[config.mk]
export PLATFORM = sky130hd
export DESIGN_NAME = mac_association_table_top
export DESIGN_NICKNAME = d
export VERILOG_FILES = /design/src/sv/mat_pkg.sv /design/src/sv/mat_mem.sv /design/src/sv/mat_ctrl.sv /design/src/sv/mac_association_table_top.sv
export VERILOG_INCLUDE_DIRS = /design/src /design/src/sv
export SDC_FILE = /design/constraint.sdc
export NUM_CORES = 2
export LEC_CHECK = 0
export BUFFER_PORTS_ARGS = -buffer_cell sky130_fd_sc_hd__buf_4
export CAP_MARGIN = 25
export CORE_MARGIN = 1
export CORE_UTILIZATION = 38
export DETAILED_ROUTE_END_ITERATION = 8
export GPL_TIMING_DRIVEN = 0
export PLACE_DENSITY = 0.64
export SYNTH_ARGS = -nofsm -noshare
export SYNTH_HDL_FRONTEND = slang
export SYNTH_SLANG_ARGS = --single-unit
[constraint.sdc]
create_clock -name clk -period 20.8 [get_ports clk]
set_clock_uncertainty 0.05 [all_clocks]
set_input_delay 2.08 -clock clk [delete_from_list [all_inputs] [get_ports clk]]
set_output_delay 2.08 -clock clk [all_outputs]
set_load 0.03 [all_outputs]
[src/sv/mac_association_table_top_assert.svh]
// assertion macros for the association table
// expects clk and rst in the scope of each use
`ifndef MAC_ASSOCIATION_TABLE_TOP_ASSERT_SVH
`define MAC_ASSOCIATION_TABLE_TOP_ASSERT_SVH

// same-cycle implication
`define MAT_ASSERT_SAME(lbl, ante, cons, msg) \
  lbl: assert property (@(posedge clk) disable iff (rst) (ante) |-> (cons)) \
    else $error(msg);

// next-cycle implication
`define MAT_ASSERT_NEXT(lbl, ante, cons, msg) \
  lbl: assert property (@(posedge clk) disable iff (rst) (ante) |=> (cons)) \
    else $error(msg);

`endif

[src/sv/mat_pkg.sv]
// shared types and constants of the association table
// no dependencies
`timescale 1ns / 1ps

package mat_pkg;

  localparam int MAT_ENTRIES = 16;
  localparam logic [3:0] MAT_EMPTY_KIND = 4'hf;
  localparam logic [1:0] MAT_LIFE_FULL = 2'd3;

  typedef enum logic [2:0] {
    MODE_ADD        = 3'd0,
    MODE_ADD_STAMP  = 3'd1,
    MODE_FIND_SHORT = 3'd2,
    MODE_FIND_LONG  = 3'd3,
    MODE_TICK       = 3'd4,
    MODE_CLEAR      = 3'd5
  } mode_t;

  typedef struct packed {
    logic [3:0]  kind;
    logic [63:0] laddr;
    logic [15:0] saddr;
    logic [1:0]  life;
    logic [31:0] stamp;
    logic [31:0] pending;
  } entry_t;

  localparam entry_t MAT_EMPTY_ENTRY = '{
    kind: MAT_EMPTY_KIND, laddr: 64'd0, saddr: 16'd0,
    life: 2'd0, stamp: 32'd0, pending: 32'd0
  };

  typedef struct packed {
    logic rd_en;
    logic wr_en;
    logic clr;
  } mem_ctl_t;

endpackage

[src/sv/mat_mem.sv]
// entry memory with one read and one write port, registered read
// per-entry valid bits give the empty reset value; uses mat_pkg
`timescale 1ns / 1ps

module mat_mem import mat_pkg::*; #(
  parameter int ENTRIES = MAT_ENTRIES,
  localparam int IW = (ENTRIES > 1) ? $clog2(ENTRIES) : 1
) (
  input  logic          clk,
  input  logic          rst,
  input  mem_ctl_t      ctl,
  input  logic [IW-1:0] rd_addr,
  input  logic [IW-1:0] wr_addr,
  input  entry_t        wr_data,
  output entry_t        rd_data
);

  entry_t             mem [ENTRIES];
  entry_t             rd_q;
  logic               rd_vld;
  logic [ENTRIES-1:0] vld;

  always_ff @(posedge clk) begin
    if (ctl.wr_en) begin
      mem[wr_addr] <= wr_data;
    end
    if (ctl.rd_en) begin
      rd_q <= mem[rd_addr];
    end
  end

  always_ff @(posedge clk) begin
    if (rst || ctl.clr) begin
      vld    <= '0;
      rd_vld <= 1'b0;
    end else begin
      if (ctl.wr_en) begin
        vld[wr_addr] <= 1'b1;
      end
      if (ctl.rd_en) begin
        rd_vld <= vld[rd_addr];
      end
    end
  end

  assign rd_data = rd_vld ? rd_q : MAT_EMPTY_ENTRY;

endmodule

[src/sv/mat_ctrl.sv]
// scan sequencer: reads entries in order, matches, writes back, reports
// uses mat_pkg and the assertion macro header
`timescale 1ns / 1ps
`include "mac_association_table_top_assert.svh"

module mat_ctrl import mat_pkg::*; #(
  parameter int ENTRIES = MAT_ENTRIES,
  localparam int IW = (ENTRIES > 1) ? $clog2(ENTRIES) : 1,
  localparam int CW = $clog2(ENTRIES + 1)
) (
  input  logic          clk,
  input  logic          rst,
  input  logic          start,
  output logic          busy,
  input  logic [2:0]    mode,
  input  logic [63:0]   long_addr,
  input  logic [15:0]   short_addr,
  input  logic [3:0]    dev_kind,
  input  logic [31:0]   stamp_now,
  input  logic [31:0]   stamp_next,
  input  logic [31:0]   tick_count,
  output logic          done,
  output logic          status,
  output logic          found,
  output logic [3:0]    slot,
  output logic [3:0]    kind_out,
  output logic [63:0]   long_out,
  output logic [31:0]   stamp_out,
  output logic [31:0]   pending_out,
  output logic [1:0]    life_out,
  output mem_ctl_t      mem_ctl,
  output logic [IW-1:0] rd_addr,
  output logic [IW-1:0] wr_addr,
  output entry_t        wr_data,
  input  entry_t        rd_data
);

  typedef enum logic [1:0] {S_IDLE, S_SCAN, S_CLEAR} state_t;

  state_t        state;
  logic [CW-1:0] rd_cnt, cnt_next;
  logic          evl, evl_next;
  logic [IW-1:0] ev_idx, ev_idx_next;
  logic          have_empty, empty_next;
  logic [IW-1:0] emp_idx, emp_idx_next;

  logic [2:0]    req_mode;
  logic [63:0]   req_long;
  logic [15:0]   req_short;
  logic [3:0]    req_kind;
  logic [31:0]   req_now;
  logic [31:0]   req_next;
  logic [31:0]   req_tick;

  mode_t         md;
  logic          stamped, ev_empty, long_hit, short_hit, last, issue;
  logic          fin, res_status, res_found, res_rep;
  logic [IW-1:0] res_idx;
  entry_t        fresh, refresh, aged;

  assign busy     = (state != S_IDLE);
  assign md       = mode_t'(req_mode);
  assign stamped  = (md == MODE_ADD_STAMP);
  assign ev_empty = (rd_data.kind == MAT_EMPTY_KIND);
  assign long_hit  = !ev_empty && (rd_data.laddr == req_long);
  assign short_hit = !ev_empty && (rd_data.saddr == req_short);
  assign last     = (ev_idx == IW'(ENTRIES - 1));
  assign issue    = (rd_cnt < CW'(ENTRIES));
  assign rd_addr  = rd_cnt[IW-1:0];

  always_comb begin
    fresh = '{kind: req_kind, laddr: req_long, saddr: req_short, life: MAT_LIFE_FULL,
              stamp: stamped ? req_now : 32'd0, pending: stamped ? req_next : 32'd0};
    refresh = rd_data;
    refresh.kind  = req_kind;
    refresh.laddr = req_long;
    refresh.saddr = req_short;
    refresh.life  = MAT_LIFE_FULL;
    if (stamped) begin
      refresh.stamp   = req_now;
      refresh.pending = req_next;
    end
    aged = rd_data;
    aged.stamp = (rd_data.stamp < rd_data.pending) ? rd_data.pending
                                                   : rd_data.stamp + req_tick;
    aged.pending = 32'd0;
  end

  always_comb begin
    mem_ctl      = '0;
    wr_addr      = ev_idx;
    wr_data      = rd_data;
    fin          = 1'b0;
    res_status   = 1'b0;
    res_found    = 1'b0;
    res_rep      = 1'b0;
    res_idx      = ev_idx;
    cnt_next     = rd_cnt;
    evl_next     = 1'b0;
    ev_idx_next  = ev_idx;
    empty_next   = have_empty;
    emp_idx_next = emp_idx;
    unique case (state)
      S_IDLE: begin
        if (start) begin
          cnt_next   = '0;
          empty_next = 1'b0;
        end
      end
      S_SCAN: begin
        if (issue) begin
          mem_ctl.rd_en = 1'b1;
          cnt_next      = rd_cnt + CW'(1);
          evl_next      = 1'b1;
          ev_idx_next   = rd_cnt[IW-1:0];
        end
        if (evl) begin
          case (md) inside
            MODE_ADD, MODE_ADD_STAMP: begin
              if (long_hit) begin
                mem_ctl.wr_en = 1'b1;
                wr_data       = refresh;
                fin           = 1'b1;
              end else if (short_hit) begin
                res_status = 1'b1;
                fin        = 1'b1;
              end else begin
                if (ev_empty && !have_empty) begin
                  empty_next   = 1'b1;
                  emp_idx_next = ev_idx;
                end
                if (last) begin
                  fin = 1'b1;
                  if (empty_next) begin
                    mem_ctl.wr_en = 1'b1;
                    wr_addr       = emp_idx_next;
                    wr_data       = fresh;
                    res_idx       = emp_idx_next;
                  end else begin
                    res_status = 1'b1;
                    res_idx    = '0;
                  end
                end
              end
            end
            MODE_FIND_SHORT, MODE_FIND_LONG: begin
              if ((md == MODE_FIND_SHORT) ? short_hit : long_hit) begin
                fin       = 1'b1;
                res_found = 1'b1;
                res_rep   = 1'b1;
              end else if (last) begin
                fin     = 1'b1;
                res_idx = '0;
              end
            end
            MODE_TICK: begin
              if (!ev_empty) begin
                mem_ctl.wr_en = 1'b1;
                wr_data       = aged;
              end
              fin     = last;
              res_idx = '0;
            end
            default: begin
              fin     = 1'b1;
              res_idx = '0;
            end
          endcase
        end
        if (fin) begin
          evl_next = 1'b0;
        end
      end
      S_CLEAR: begin
        mem_ctl.clr = 1'b1;
        fin         = 1'b1;
        res_idx     = '0;
      end
      default: begin
      end
    endcase
  end

  always_ff @(posedge clk) begin
    if (rst) begin
      state <= S_IDLE;
      done  <= 1'b0;
      evl   <= 1'b0;
    end else begin
      done       <= fin;
      rd_cnt     <= cnt_next;
      evl        <= evl_next;
      ev_idx     <= ev_idx_next;
      have_empty <= empty_next;
      emp_idx    <= emp_idx_next;
      unique case (state)
        S_IDLE: begin
          if (start) begin
            req_mode   <= mode;
            req_long   <= long_addr;
            req_short  <= short_addr;
            req_kind   <= dev_kind;
            req_now    <= stamp_now;
            req_next   <= stamp_next;
            req_tick   <= tick_count;
            state      <= (mode_t'(mode) == MODE_CLEAR) ? S_CLEAR : S_SCAN;
          end
        end
        S_SCAN, S_CLEAR: begin
          if (fin) begin
            state       <= S_IDLE;
            status      <= res_status;
            found       <= res_found;
            slot        <= 4'(res_idx);
            kind_out    <= res_rep ? rd_data.kind : 4'd0;
            long_out    <= res_rep ? rd_data.laddr : 64'd0;
            stamp_out   <= res_rep ? rd_data.stamp : 32'd0;
            pending_out <= res_rep ? rd_data.pending : 32'd0;
            life_out    <= res_rep ? rd_data.life : 2'd0;
          end
        end
        default: begin
          state <= S_IDLE;
        end
      endcase
    end
  end

  // write-back never hits the entry being read in the same cycle
  `MAT_ASSERT_SAME(a_rw_apart, mem_ctl.wr_en && mem_ctl.rd_en, wr_addr != rd_addr,
                   "write and read of the same entry in one cycle")
  `MAT_ASSERT_NEXT(a_start_busy, start && !busy, busy, "accepted request did not start")
  `MAT_ASSERT_SAME(a_done_idle, done, state == S_IDLE, "result strobed while still working")
  `MAT_ASSERT_SAME(a_found_ok, done && found, !status, "find result carries add status")

endmodule

[src/sv/mac_association_table_top.sv]
// channel      | signals                                   | handshake
// request      | mode long_addr short_addr dev_kind        | start && !busy
//              | stamp_now stamp_next tick_count           |
// result       | status found slot kind_out long_out       | done, one cycle
//              | stamp_out pending_out life_out            |
// add, find and tick scan the table through the single memory read port, one
// entry per cycle; an add or a find ends its scan early on a hit, and clear
// resets the valid bits without a scan.
// a new request is taken in the cycle done is high; results cannot be stalled.
// rst is synchronous; the table reads empty right after reset, no clearing pass.
// top level: joins the scan sequencer (mat_ctrl) and the entry memory (mat_mem)
`timescale 1ns / 1ps

module mac_association_table_top import mat_pkg::*; #(
  parameter int ENTRIES = MAT_ENTRIES
) (
  input  logic        clk,
  input  logic        rst,
  input  logic        start,
  output logic        busy,
  input  logic [2:0]  mode,
  input  logic [63:0] long_addr,
  input  logic [15:0] short_addr,
  input  logic [3:0]  dev_kind,
  input  logic [31:0] stamp_now,
  input  logic [31:0] stamp_next,
  input  logic [31:0] tick_count,
  output logic        done,
  output logic        status,
  output logic        found,
  output logic [3:0]  slot,
  output logic [3:0]  kind_out,
  output logic [63:0] long_out,
  output logic [31:0] stamp_out,
  output logic [31:0] pending_out,
  output logic [1:0]  life_out
);

  localparam int IW = (ENTRIES > 1) ? $clog2(ENTRIES) : 1;

  mem_ctl_t      mem_ctl;
  logic [IW-1:0] rd_addr;
  logic [IW-1:0] wr_addr;
  entry_t        wr_data;
  entry_t        rd_data;

  mat_ctrl #(.ENTRIES(ENTRIES)) u_ctrl (
    .clk         (clk),
    .rst         (rst),
    .start       (start),
    .busy        (busy),
    .mode        (mode),
    .long_addr   (long_addr),
    .short_addr  (short_addr),
    .dev_kind    (dev_kind),
    .stamp_now   (stamp_now),
    .stamp_next  (stamp_next),
    .tick_count  (tick_count),
    .done        (done),
    .status      (status),
    .found       (found),
    .slot        (slot),
    .kind_out    (kind_out),
    .long_out    (long_out),
    .stamp_out   (stamp_out),
    .pending_out (pending_out),
    .life_out    (life_out),
    .mem_ctl     (mem_ctl),
    .rd_addr     (rd_addr),
    .wr_addr     (wr_addr),
    .wr_data     (wr_data),
    .rd_data     (rd_data)
  );

  mat_mem #(.ENTRIES(ENTRIES)) u_mem (
    .clk     (clk),
    .rst     (rst),
    .ctl     (mem_ctl),
    .rd_addr (rd_addr),
    .wr_addr (wr_addr),
    .wr_data (wr_data),
    .rd_data (rd_data)
  );

endmodule

* Word level (Yosys, flattened, before mapping)
Memories as Yosys holds them, arrays and structs flattened. A register that Yosys moved wholly into a read port is not among the register bits.
Index checks and enable logic that the tools add are counted.
** Storage, ports and cells
- Flip-flop bits (word level) :: 358
- Bits in writable memories :: 2400
- Input port bits :: 186
- Output and inout port bits :: 142
- Word-level logic and storage cells :: 169
- Memories :: 1
** Cells by class
- $add $sub $neg :: 2
- Magnitude comparators :: 5
- Eq/ne operators :: 18
- Multiplexer cells :: 89
- Bitwise operators :: 7
- Reductions and logical operators :: 23
** Memories
- u_mem.mem :: depth 16, width 150, rd ports 1, clocked after Yosys merged registers in 1, write ports 1, RTL line mat_mem.sv:18 : entry_t mem [ENTRIES];
** Operator list (number)
- 2-to-1 mux 150 bit :: 8
- 2-to-1 mux 64 bit :: 4
- 2-to-1 mux 32 bit :: 3
- 2-to-1 mux 4 bit :: 17
- equality test 64 bit :: 1
- 2-to-1 mux 1 bit :: 44
- adder 32 bit :: 1
- < comparator 32 bit :: 1
- equality test 16 bit :: 1
- bitwise OR 16 bit :: 1
- < comparator 4 x 5 -> 1 bit (second input constant) :: 2
- 2-to-1 mux 5 bit :: 2
- one-hot mux 5 bit (2 select lines) :: 1
- AND reduction 3 bit :: 3
- equality test 4 bit (second input constant) :: 2
- 2-to-1 mux 2 bit :: 4
- inequality test 2 bit (second input constant) :: 4
- one-hot mux 4 bit (2 select lines) :: 1
- AND reduction 7 bit :: 1
- equality test 3 x 2 -> 1 bit (second input constant) :: 2
- equality test 3 bit (second input constant) :: 2
- inequality test 2 x 1 -> 1 bit (second input constant) :: 3
- NOT 1 bit :: 6
- AND reduction 6 bit :: 1
- other kinds (21) :: 29

* Depth between registers and ports, before layout
- Depth after elaboration :: 21
- Mapped depth :: 24

* Modules after synthesis
Synthesis repeated with hierarchy kept, for this count alone.
** Unflattened totals
- Cell total of the unflattened synthesis :: 5331
- Area total of the unflattened synthesis :: 114150.7 um2
** By module, submodules not included
- mat_mem :: instances 1, cells each 3925, area each 96526.3 um2, sequential area each 76913.8 um2
- mat_ctrl :: instances 1, cells each 1406, area each 17624.4 um2, sequential area each 10199.8 um2

* Worst setup path after synthesis
Ideal clock, no wire load.
- Path type :: input -> register
- From :: input rst
- To :: register u_ctrl.req_mode[0], in the netlist u_ctrl.md[0] (enable)
- Library setup time :: 0.990 ns
- Data arrival time :: 15.556 ns
- Slack :: 4.204 ns
- Cell stages on the path :: 2
- Buffers on the path :: 1
- Path through :: clkbuf_1 nor3b_1
** Between the ends
- Longest elaborated chain between the ends :: 2
** RTL lines
- start: declaration :: RTL line mac_association_table_top.sv:18 : input logic rst,
- NOT 1 bit (no source line)
- AND reduction 3 bit (no source line)
- end signal: assignment :: RTL line mat_ctrl.sv:199 : req_mode <= mode;
- end: declaration :: RTL line mat_ctrl.sv:47 : logic [2:0] req_mode;
Every way passes these cells.
A chain may end at the register's enable or synchronous reset.

==> out/metrics.yaml <==
run_status:
  outcome: "completed"
floorplanning:
  die_h_um: 551
  die_w_um: 551
  num_io_pins: 328
  dieArea_um2: 304000
  rows: 201
  placeableCoreArea_um2: 300000
  initial_core_util: 0.382
setup_path:
  cp-startpoint: "u_mem.rd_vld$_SDFFE_PP0P_"
  cp-start-kind: "register"
  crit_path_end: "u_mem.mem[3][62]$_DFFE_PP_"
  cpLargestDelayFamily: "buffers and inverters"
  setup.worst_path.end_class: "register"
  reg2reg_from: "u_mem.rd_vld$_SDFFE_PP0P_"
  required_ns: 21.25
  crit_buf_inv: 11
  cp_common_cell: "buf_6"
  crit_arrival_ns: 9.59
  rrSetupSlack_ns: 11.66
  r2r-end: "u_mem.mem[3][62]$_DFFE_PP_"
  reg2reg_depth: 23
  cpPeakStageDelay_ns: 0.89
  crit_cells: 23
  crit_fanout: 16
  path_class: "reg2reg"
  path_cells: "buf_6 > buf_6 > buf_6 > buf_6 > buf_2 > clkbuf_1 > buf_8 > clkbuf_1 > buf_1 > nand2_1 > inv_1 > ha_1 > or2_2 > clkbuf_1 > a21oi_1 > o32ai_1 > a211oi_1 > o211ai_1 > a2111oi_2 > o31a_1 > o21ai_1 > mux2i_1 > o221ai_2"
  slowest_stage: "buf_1"
power_and_ir_drop:
  powerDensity_nw_per_um2: 90.7
  internal_power_mw: 9.78
  switching_share: 0.218
  report.power.total_mw: 12.5
  ir_drop_mv: 0.0716
  pwr-share-seq: 0.520
  p_leak_nw: 42.5
  power_frac_comb: 0.064
  clock_power_share: 0.416
  p_switching_mw: 2.73
timing:
  min_period_over_period: 0.439
  fmax_ghz: 0.109
  rsz0062_at_grt: "false"
  hold_viol: 0
  fin_setup_tns_ns: 0
  slew_headroom: 0.212
  worstMarginPinSlew_ns: 1.18
  fin_crit_ns: 9.14
  setup_violations: 0
  drv_slew: 0
clock_network:
  numCtsBuffers: 302
  clk_path_buf_depth: 4
  post_cts.repair.setup_buffers: 0
  cts.clk_slew.worst_paths_ns: 0.06
  ctsResizeCount: 0
  clk_latency_ns: 0.89
  cts_hold_buf: 0
  cts_sinks: 2908
  htreeDepth: 5
  clockRootBuffer: "clkbuf_16"
  cts_tree: "yes"
synth:
  synth_area_leaders: "edfxtp_1 (76%), mux4_2 (15%), nand2_1 (0.96%)"
  synth_edf_count: 2887
  yosys_warnings: 0
  syn_inst: 5513
  ys_async_sr_fraction: 0
  synth.distinct_cells: 89
  synth_seq_cells: 2908
  synthTopCellsByCount: "edfxtp_1 (2887), mux4_2 (755), nand2_1 (294)"
  ys.flop_type: "edfxtp_1"
  syn_nets: 5737
  synth_most_common_cell: "edfxtp_1"
  ys_seq_area_frac: 0.760
  synth_top_area_frac: 0.756
  netlist_area_um2: 115000
  synth_area_per_cell_um2: 20.8
  synth_area_leader_cell: "edfxtp_1"
grt:
  grt_pass1_wl_um: 476000
  grt_max_degree: 80
  grt_use_total: 0.224
  grt_overflow: 0
  antenna_found_initial: 19
  grt_pass1_vias: 61600
cells_and_area:
  fin_cells: 10800
  area_delta_synth_final_pct: 20.4
  drive_above_1_share: 0.300
  nets: 6808
  final_area_um2: 138000
hold_path:
  hold_path.class: "reg2reg"
routing:
  avgRoutedWirePerCell_um: 31.9
  routed_via_density: 5.88
  num_vias: 63400
  wl_um: 344000
  drt_pass1_iterations: 8
  drt_iter0_drc: 9564
  drc_errors: 0
  postRouteAntennaNets: 0
placed_design:
  port_buffers: 326
  place_hpwl_um: 236000
  gp_congestion: 0.923
  dp.cells: 10200
  post_dp_cell_area_um2: 128000
flow_run:
  drv_cap: 0
[cell families (layout without fill, tap and decap cells)]
kind of cell / after synthesis / in the layout / share of synthesized area
compound gates: 584 / 584 / 0.0339
xor+xnor: 94 / 94 / 0.00718
fa+ha+maj: 45 / 45 / 0.00476
buf+inv: 347 / 1651 / 0.0122
flops: 2908 / 2908 / 0.760
mux: 766 / 766 / 0.149
other cells: 0 / 11 / 0
simple gates: 769 / 769 / 0.0325
[flip-flops by register name, indices dropped and copies added (netlist names), 3 cells and up]
name and flops:
u_ctrl.req_now 32, u_mem.mem 2400, u_ctrl.slot 4, u_ctrl.ev_idx 4, u_ctrl.req_tick 32, u_ctrl.rd_cnt 5, u_ctrl.req_long 64, u_ctrl.stamp_out 32
u_mem.rd_q 150, u_ctrl.kind_out 4, u_ctrl.req_short 16, u_ctrl.req_kind 4, u_ctrl.emp_idx 4, u_mem.vld 16, u_ctrl.pending_out 32, u_ctrl.long_out 64
u_ctrl.md 3, u_ctrl.req_next 32
[final cells by class]
| cell class | count | area (um^2) |
|---|---|---|
| Antenna cell | 11 | 27.5 |
| Buffer | 289 | 1180 |
| Clock buffer | 375 | 7970 |
| Clock inverter | 162 | 1380 |
| Fill cell | 24800 | 162000 |
| Inverter | 58 | 225 |
| Multi-Input combinational cell | 2258 | 26300 |
| Sequential cell | 2908 | 87100 |
| Tap cell | 3958 | 4950 |
| Timing Repair Buffer | 767 | 8790 |
[cell usage in the layout, fill, tap and decap left out, types with 25 or more instances in the layout]
cell type / netlist / final
a21oi_1: 82 / 81
a31oi_1: 44 / 44
and2_1: 90 / 90
buf_1: 58 / 57
buf_12: 0 / 84
buf_16: 0 / 47
buf_2: 25 / 75
buf_4: 4 / 406
buf_6: 5 / 58
buf_8: 0 / 128
clkbuf_1: 191 / 251
clkbuf_16: 0 / 308
clkinv_1: 1 / 53
clkinv_2: 0 / 55
edfxtp_1: 2887 / 2887
ha_1: 38 / 38
inv_1: 56 / 55
mux4_2: 755 / 755
nand2_1: 294 / 294
nand3_1: 25 / 25
nor2_1: 199 / 186
nor4bb_1: 30 / 30
o21ai_0: 169 / 141
o21ai_1: 2 / 30
o22ai_1: 42 / 42
xnor2_1: 69 / 69
xor2_1: 25 / 25
[worst min-delay path by stage]
stage,from,to,cells past startpoint
after CTS,u_ctrl.rd_cnt[3]$_SDFFCE_PN0P_,u_ctrl.ev_idx[3]$_DFFE_PP_,0
after global routing,u_ctrl.rd_cnt[3]$_SDFFCE_PN0P_,u_ctrl.ev_idx[3]$_DFFE_PP_,0
after global placement,u_ctrl.rd_cnt[3]$_SDFFCE_PN0P_,u_ctrl.ev_idx[3]$_DFFE_PP_,0
after detailed placement,u_ctrl.rd_cnt[3]$_SDFFCE_PN0P_,u_ctrl.ev_idx[3]$_DFFE_PP_,0
after floorplan,u_mem.vld[11]$_SDFFE_PP0P_,u_mem.vld[11]$_SDFFE_PP0P_,2
final,u_ctrl.rd_cnt[3]$_SDFFCE_PN0P_,u_ctrl.ev_idx[3]$_DFFE_PP_,0
[power groups by stage]
| stage | Clock [mW] | Combinational (mW) | Sequential (mW) |
|---|---|---|---|
| after CTS | 5.27 | 0.799 | 6.50 |
| after floorplan | 0 | 0.479 | 6.59 |
| after global placement | 0 | 0.725 | 6.65 |
| after detailed placement | 0 | 0.794 | 6.62 |
| final | 5.21 | 0.797 | 6.51 |
| after global routing | 5.48 | 0.837 | 6.50 |
[through the flow]
step,util,setup WS (ns),hold WS (ns)
3_5_place_dp,0.427,11.30,0.397
3_3_place_gp,0.407,-13.64,0.383
2_1_floorplan,-,4.20,0.370
4_1_cts,0.459,11.29,0.412
6_report,0.460,11.66,0.409
5_1_grt,0.460,11.57,0.430
[metal layers]
metal / GRT usage / share of wire / up-vias
met5: 0.000782 / 0.00012 / -
met4: 0.0732 / 0.033 / 8
met3: 0.0546 / 0.12 / 663
met2: 0.343 / 0.46 / 4124
met1: 0.313 / 0.39 / 33400
li1: - / - / 25200
Note: power is estimated with default switching activity, not from simulation.
